[config.mk]
export PLATFORM = sky130hd
export DESIGN_NAME = annexb_nal_unit_splitter
export DESIGN_NICKNAME = d
export VERILOG_FILES = /design/src/design/anbs_pkg.sv /design/src/design/anbs_parse.sv /design/src/design/anbs_out_fifo.sv /design/src/design/annexb_nal_unit_splitter.sv
export SDC_FILE = /design/constraint.sdc
export NUM_CORES = 1
export LEC_CHECK = 0
export ABC_AREA = 0
export BUFFER_PORTS_ARGS = -buffer_cell sky130_fd_sc_hd__buf_4
export CAP_MARGIN = 0
export CORE_UTILIZATION = 50
export DETAILED_ROUTE_END_ITERATION = 8
export GPL_ROUTABILITY_DRIVEN = 0
export PLACE_DENSITY = 0.74
export SLEW_MARGIN = 10
export SYNTH_ARGS = -nofsm -noshare
export SYNTH_HDL_FRONTEND = slang
export SYNTH_SLANG_ARGS = --single-unit
[constraint.sdc]
create_clock -name clk -period 6.5 [get_ports clk]
set_input_delay 0.325 -clock clk [delete_from_list [all_inputs] [get_ports clk]]
set_output_delay 0.325 -clock clk [all_outputs]
set_load 0.01 [all_outputs]
[src/design/anbs_pkg.sv]
package anbs_pkg;

  // Width of the byte position counter (saturating).
  localparam int POS_BITS = 32;

  localparam logic [2:0] LONG_PREFIX  = 3'd4;
  localparam logic [2:0] SHORT_PREFIX = 3'd3;
  localparam logic [4:0] TYPE_MASK    = 5'h1F;

  // Result buffer depth: room for a two-result byte plus slack.
  localparam int FIFO_DEPTH = 4;
  localparam int FIFO_AW    = $clog2(FIFO_DEPTH);

  typedef logic [POS_BITS-1:0] pos_t;
  typedef logic [POS_BITS:0]   body_t;

  typedef struct packed {
    logic [7:0] data_byte;
    logic       final_byte;
  } in_item_t;

  typedef struct packed {
    logic        unit_found;
    logic [31:0] unit_offset;
    logic [31:0] unit_length;
    logic [2:0]  prefix_length;
    logic [31:0] payload_length;
    logic [1:0]  ref_idc;
    logic [4:0]  unit_type;
    logic        at_stream_start;
    logic        at_stream_end;
    logic        last_of_run;
  } out_item_t;

  // Push strobes from the parser to the result buffer.
  typedef struct packed {
    logic first;
    logic second;
  } res_push_t;

endpackage

[src/design/anbs_parse.sv]
module anbs_parse import anbs_pkg::*; (
  input  logic      clk,
  input  logic      rst_n,
  input  logic      in_valid,
  output logic      in_stall,
  input  in_item_t  in_data,
  input  logic      room,
  output res_push_t push,
  output out_item_t res_first,
  output out_item_t res_second
);

  logic       item_valid_r, item_valid_nxt;
  in_item_t   item_r;

  pos_t       pos_r, pos_nxt;
  logic [1:0] zrun_r, zrun_nxt;
  logic       cand_r, cand_nxt;
  pos_t       cand_off_r, cand_off_nxt;
  body_t      cand_body_r, cand_body_nxt;
  logic       cand_long_r, cand_long_nxt;
  logic       open_r, open_nxt;
  pos_t       open_off_r, open_off_nxt;
  body_t      open_body_r, open_body_nxt;
  logic       open_long_r, open_long_nxt;
  logic [7:0] open_hdr_r, open_hdr_nxt;

  logic       go;
  logic       close_unit;
  logic       is_start;
  pos_t       end_fin;
  out_item_t  close_res;
  out_item_t  fin_res;

  // Body start is one past the 01 byte, so payload = end - body.
  function automatic out_item_t build_unit(pos_t off, body_t body, logic is_long,
                                           logic [7:0] hdr, pos_t end_off, logic at_end);
    out_item_t r;
    r = '0;
    r.unit_found      = 1'b1;
    r.unit_offset     = 32'(off);
    r.unit_length     = (end_off >= off) ? 32'(end_off - off) : 32'd0;
    r.prefix_length   = is_long ? LONG_PREFIX : SHORT_PREFIX;
    r.payload_length  = ({1'b0, end_off} >= body) ? 32'({1'b0, end_off} - body) : 32'd0;
    r.ref_idc         = hdr[6:5];
    r.unit_type       = hdr[4:0] & TYPE_MASK;
    r.at_stream_start = (off == '0);
    r.at_stream_end   = at_end;
    r.last_of_run     = 1'b0;
    return r;
  endfunction

  assign go       = item_valid_r && room;
  assign in_stall = item_valid_r && !room;

  always_comb begin
    item_valid_nxt = item_valid_r;
    if (!in_stall) begin
      item_valid_nxt = in_valid;
    end
  end

  always_ff @(posedge clk) begin
    if (!rst_n) begin
      item_valid_r <= 1'b0;
    end else begin
      item_valid_r <= item_valid_nxt;
    end
  end

  always_ff @(posedge clk) begin
    if (!in_stall) begin
      item_r <= in_data;
    end
  end

  assign close_unit = cand_r && open_r;
  assign is_start   = (item_r.data_byte == 8'h01) && (zrun_r >= 2'd2);
  assign end_fin    = (pos_r == '1) ? pos_r : pos_r + pos_t'(1);

  always_comb begin
    // Adopt the pending start code; its header byte is this byte.
    open_nxt      = open_r | cand_r;
    open_off_nxt  = cand_r ? cand_off_r  : open_off_r;
    open_body_nxt = cand_r ? cand_body_r : open_body_r;
    open_long_nxt = cand_r ? cand_long_r : open_long_r;
    open_hdr_nxt  = cand_r ? item_r.data_byte : open_hdr_r;

    close_res = build_unit(open_off_r, open_body_r, open_long_r, open_hdr_r,
                           cand_off_r, 1'b0);
    if (open_nxt) begin
      fin_res = build_unit(open_off_nxt, open_body_nxt, open_long_nxt, open_hdr_nxt,
                           end_fin, 1'b1);
    end else begin
      fin_res = '0;
    end
    fin_res.last_of_run = 1'b1;

    if (item_r.data_byte == 8'h00) begin
      zrun_nxt = (zrun_r == 2'd3) ? zrun_r : zrun_r + 2'd1;
    end else begin
      zrun_nxt = 2'd0;
    end
    cand_nxt      = is_start;
    cand_long_nxt = is_start ? (zrun_r == 2'd3) : cand_long_r;
    cand_off_nxt  = is_start ? (pos_r - ((zrun_r == 2'd3) ? pos_t'(3) : pos_t'(2)))
                             : cand_off_r;
    cand_body_nxt = is_start ? ({1'b0, pos_r} + body_t'(1)) : cand_body_r;
    pos_nxt       = (pos_r == '1) ? pos_r : pos_r + pos_t'(1);

    push.first  = go && (close_unit || item_r.final_byte);
    push.second = go && close_unit && item_r.final_byte;
    res_second  = fin_res;
    res_first   = close_res;
    if (close_unit) begin
      res_first.last_of_run = !item_r.final_byte;
    end else begin
      res_first = fin_res;
    end
  end

  always_ff @(posedge clk) begin
    if (!rst_n || (go && item_r.final_byte)) begin
      pos_r       <= '0;
      zrun_r      <= '0;
      cand_r      <= 1'b0;
      cand_off_r  <= '0;
      cand_body_r <= '0;
      cand_long_r <= 1'b0;
      open_r      <= 1'b0;
      open_off_r  <= '0;
      open_body_r <= '0;
      open_long_r <= 1'b0;
      open_hdr_r  <= '0;
    end else if (go) begin
      pos_r       <= pos_nxt;
      zrun_r      <= zrun_nxt;
      cand_r      <= cand_nxt;
      cand_off_r  <= cand_off_nxt;
      cand_body_r <= cand_body_nxt;
      cand_long_r <= cand_long_nxt;
      open_r      <= open_nxt;
      open_off_r  <= open_off_nxt;
      open_body_r <= open_body_nxt;
      open_long_r <= open_long_nxt;
      open_hdr_r  <= open_hdr_nxt;
    end
  end

endmodule

[src/design/anbs_out_fifo.sv]
module anbs_out_fifo import anbs_pkg::*; (
  input  logic      clk,
  input  logic      rst_n,
  input  res_push_t push,
  input  out_item_t res_first,
  input  out_item_t res_second,
  output logic      room,
  output logic      out_valid,
  input  logic      out_stall,
  output out_item_t out_data
);

  out_item_t          slot_r [FIFO_DEPTH];
  logic [FIFO_AW-1:0] wr_ptr_r, wr_ptr_nxt;
  logic [FIFO_AW-1:0] rd_ptr_r, rd_ptr_nxt;
  logic [FIFO_AW:0]   count_r, count_nxt;
  logic               pop;
  logic [FIFO_AW-1:0] wr_ptr_p1;
  logic [FIFO_AW:0]   n_push;

  assign out_valid = (count_r != '0);
  assign out_data  = slot_r[rd_ptr_r];
  assign pop       = out_valid && !out_stall;
  // Two free slots needed: one byte may push two results.
  assign room      = (count_r <= (FIFO_AW+1)'(FIFO_DEPTH - 2));
  assign wr_ptr_p1 = wr_ptr_r + FIFO_AW'(1);

  always_comb begin
    n_push     = (FIFO_AW+1)'(push.first) + (FIFO_AW+1)'(push.second);
    wr_ptr_nxt = wr_ptr_r + n_push[FIFO_AW-1:0];
    rd_ptr_nxt = pop ? rd_ptr_r + FIFO_AW'(1) : rd_ptr_r;
    count_nxt  = count_r + n_push - (FIFO_AW+1)'(pop);
  end

  always_ff @(posedge clk) begin
    if (!rst_n) begin
      wr_ptr_r <= '0;
      rd_ptr_r <= '0;
      count_r  <= '0;
    end else begin
      wr_ptr_r <= wr_ptr_nxt;
      rd_ptr_r <= rd_ptr_nxt;
      count_r  <= count_nxt;
    end
  end

  always_ff @(posedge clk) begin
    if (push.first) begin
      slot_r[wr_ptr_r] <= res_first;
    end
    if (push.second) begin
      slot_r[wr_ptr_p1] <= res_second;
    end
  end

endmodule

[src/design/annexb_nal_unit_splitter.sv]
// H.264 Annex B NAL unit splitter. Feed the byte stream one byte per input
// transaction and mark the last byte of each buffer with final_byte; offsets restart
// at zero for the byte after it. A unit is reported once its end is known (the next
// start code's header byte, or the last byte), so results trail the bytes that
// define them. A byte yields zero, one or two results; last_of_run marks the last
// result of a byte. A buffer with no start code yields one result with
// unit_found = 0. Note that ref_idc carries header bits 6:5. The block takes one byte
// per clock while its four-entry result buffer has two free slots, and the result
// side drains one result per clock while out_stall is low; a result's byte passes
// the parser's input register, and the result then waits in the result buffer.
module annexb_nal_unit_splitter import anbs_pkg::*; (
  input  logic      clk,
  input  logic      rst_n,
  input  logic      in_valid,
  output logic      in_stall,
  input  in_item_t  in_data,
  output logic      out_valid,
  input  logic      out_stall,
  output out_item_t out_data
);

  res_push_t push;
  out_item_t res_first;
  out_item_t res_second;
  logic      room;

  // Hold the byte in the input register and parse it when the buffer has room.
  anbs_parse u_parse (
    .clk        (clk),
    .rst_n      (rst_n),
    .in_valid   (in_valid),
    .in_stall   (in_stall),
    .in_data    (in_data),
    .room       (room),
    .push       (push),
    .res_first  (res_first),
    .res_second (res_second)
  );

  // Queue results so a stalled output does not block parsing right away.
  anbs_out_fifo u_out_fifo (
    .clk        (clk),
    .rst_n      (rst_n),
    .push       (push),
    .res_first  (res_first),
    .res_second (res_second),
    .room       (room),
    .out_valid  (out_valid),
    .out_stall  (out_stall),
    .out_data   (out_data)
  );

endmodule

==> results_dict.tcl <==
set metrics [dict create \
    p_sw_uw 4626 \
    ir_worst_vdd_uv 250.9 \
    grtUsageTotal_pct 30.90 \
    dp_hpwl_mm 83.22 \
    hold_viol 0 \
    worst_pin_slew_ns 1.244 \
    r2r_cells 21 \
    fmax_mhz 164.9 \
    critical_path_class "reg -> reg" \
    p_comb_share_pct 35.0 \
    root_buffer "clkbuf_16" \
    grt_setup_unrepaired "no" \
    cts_max_path_buffers 3 \
    diodes 0 \
    final_cell_mix "edfxtp_1 (441), nand2_1 (304), nor2_1 (283)" \
    p_int_uw 8249 \
    power_leakage_uw 0.01429 \
    switching_share_pct 35.93 \
    finalCriticalPeriod_ns 6.064 \
    dr.pass1.iters 6 \
    whs_path_depth 4 \
    post_drt_wl_per_cell_microns 26.01 \
    routed_wl_mm 116.6 \
    synth_nets 3631 \
    fin_ws_ns 0.4363 \
    r2r_setup_slack_ns 0.44 \
    portBuffers 124 \
    synth.avg_cell_area_sq_um 10.49 \
    ys_seq_area_share_pct 46.71 \
    placementRows 98 \
    drtIter0Drc 3758 \
    worstHoldStart "out_stall" \
    cts_tree "built" \
    ys_types 77 \
    seqPwrFrac_pct 36.4 \
    cts_max_level 2 \
    synth_flop_cell "edfxtp_1" \
    vias 29954 \
    viasPerCell 6.685 \
    synth.top_cell.area_share_pct 36.33 \
    final_common_cell "edfxtp_1" \
    synth_top_area_cell "edfxtp_1" \
    drv_cap 0 \
    skew_ns 0.01963 \
    synthTopCellsByArea "edfxtp_1 (36%), dfxtp_1 (10%), mux4_2 (6.7%)" \
    cts_buffers 61 \
    r2r_end "u_out_fifo.slot_r[3][76]" \
    whs_ns 0.1318 \
    coreArea_sq_um 71850 \
    io_pins 125 \
    hold_path.class "in -> reg" \
    finish.utilization_pct 56.32 \
    grt_pass1_wl_mm 174.0 \
    ys_warn_count 0 \
    critPathLaunchType "flop" \
    setup-tns-final_ns 0 \
    required_ns 6.99 \
    final_cells 4481 \
    synthToLayoutAreaGrowth_pct 11.03 \
    grt_overflow 0 \
    power_density_nw_per_um2 318.1 \
    syn_inst 3474 \
    grt_pass1_vias 27964 \
    syn_area_sq_um 36450 \
    crit_path_end_kind "flop" \
    status "finished clean" \
    post_cts_resized 0 \
    ant_nets 0 \
    clk_pin_slew_ns 0.07 \
    start_util_pct 50.73 \
    r2r_start "u_parse.pos_r[1]" \
    slew_violations 0 \
    finalSetupViolations 0 \
    antenna_found_initial 1 \
    cp.arrival_ns 6.55 \
    fin_crit_sh_pct 93.29 \
    die_h_microns 272.0 \
    async_reset_ff_share_pct 0 \
    clk_latency_ns 0.66 \
    post_cts_buffers 0 \
    place_inst 4354 \
    grt_max_degree 86 \
    synth-seq-cells 630 \
    fin_nets 3636 \
    dieArea_sq_um 73990 \
    synth_edf_count 441 \
    die_x_microns 272.0 \
    dp_slack_ns 0.7094 \
    drcViolationCount 0 \
    cts_sinks 630 \
    clkPwrFrac_pct 28.6 \
    cp_max_fo 17 \
    drive_gt1_share_pct 12.66 \
    slew_headroom_pct 16.56 \
]
## power by group through the flow
stage | registers (uW) | logic (uW) | clock network (uW)
CTS | 4690 | 4370 | 3690
floorplan | 4560 | 2920 | 0
global route | 4710 | 4720 | 3830
detailed placement | 4770 | 4340 | 0
finish | 4680 | 4500 | 3680
global placement | 4760 | 4320 | 0
## synthesized netlist by cell type (21+ instances only)
cell and number:
nor4_1 21, mux4_2 109, xnor2_1 94, a21oi_1 174, a211oi_1 124, o21a_1 26, a21o_1 69, inv_1 126
nand3_1 49, and3_1 21, nand2_1 309, xor2_1 65, clkbuf_1 202, and2_1 27, o22ai_1 165, o21ai_0 140
a22o_1 171, nor2_1 287, ha_1 139, edfxtp_1 441, mux2i_1 85, nand2b_1 26, dfxtp_1 189, buf_1 45
nor3_1 49, nand4_1 40
## how the worst max path moves through the flow
stage                                 from                       end  cells after the start
after global routing      u_parse.pos_r[7]  u_out_fifo.slot_r[1][75]                     18
after floorplan           u_parse.pos_r[1]  u_out_fifo.slot_r[0][75]                     19
final                     u_parse.pos_r[1]  u_out_fifo.slot_r[3][76]                     21
after detailed placement  u_parse.pos_r[1]  u_out_fifo.slot_r[1][75]                     19
after global placement    u_parse.pos_r[1]  u_out_fifo.slot_r[3][76]                     21
after CTS                 u_parse.pos_r[1]  u_out_fifo.slot_r[1][75]                     19
## cell families (layout without fill, tap and decap cells)
family	Yosys count	after routing	synth area share (%)
AOI/OAI and AO/OA	1050	1050	19.86
buffers and inverters	390	447	4.109
xor gates and xnor gates	159	159	3.820
and+or+nand+nor	904	904	11.29
muxes	197	197	9.161
adders and majority gates	144	144	5.046
DFF	630	630	46.71
## routing by layer
metal	GRT usage [%]	vias up	share of wire, %
li1	-	13269	-
met1	39.89	14505	37
met2	48.78	1828	45
met3	7.714	350	12
met4	14.65	2	5.3
met5	0	-	0.013
## worst max-delay path, stage by stage, from the launching register on
cell      delay [ns]
dfxtp_1         0.45
ha_1            0.31
nand4_1         0.20
or4_1           0.60
nor3_1          0.25
buf_4           0.21
xnor2_1         0.13
ha_1            0.23
inv_1           0.08
fa_1            0.21
a21o_1          0.13
a21oi_1         0.10
o21a_1          0.21
o41ai_1         0.56
buf_4           0.24
a21bo_2         0.14
a21oi_1         0.07
buf_4           0.17
a211oi_4        0.74
nand2_1         0.43
buf_4           0.28
o22ai_1         0.14
## flip-flops by register name (all words and copies together), names as in the netlist, 2 cells and up, named ones only
| name | cells |
|---|---|
| u_out_fifo.slot_r | 436 |
| u_parse.cand_body_r | 33 |
| u_parse.open_body_r | 33 |
| u_parse.cand_off_r | 32 |
| u_parse.open_off_r | 32 |
| u_parse.pos_r | 32 |
| u_parse.item_r | 9 |
| u_parse.open_hdr_r | 7 |
| u_out_fifo.count_r | 3 |
| u_out_fifo.rd_ptr_r | 2 |
| u_out_fifo.wr_ptr_r | 2 |
| u_parse.zrun_r | 2 |
## per-stage QoR
stage / cell area [sq um] / total power (uW)
global route: 40470 / 13260
CTS: 40470 / 12740
finish: 40470 / 12870
global placement: 38300 / 9082
floorplan: 36450 / 7489
detailed placement: 38300 / 9107
## area by class of cell
cell class / instances / area (sq um)
sequential: 630 / 17040
inverter: 127 / 476.7
fill: 6082 / 31380
clock buffer: 84 / 1709
timing repair buffer: 205 / 1644
clock inverter: 31 / 339.1
multi-input combinational: 2454 / 18080
tap: 950 / 1189
## timing repair
item	CTS	global route
hold endpoints to repair	19	0
setup endpoints to repair	0	0
hold buffers	12	0
Power figures use the tool's default switching activity.
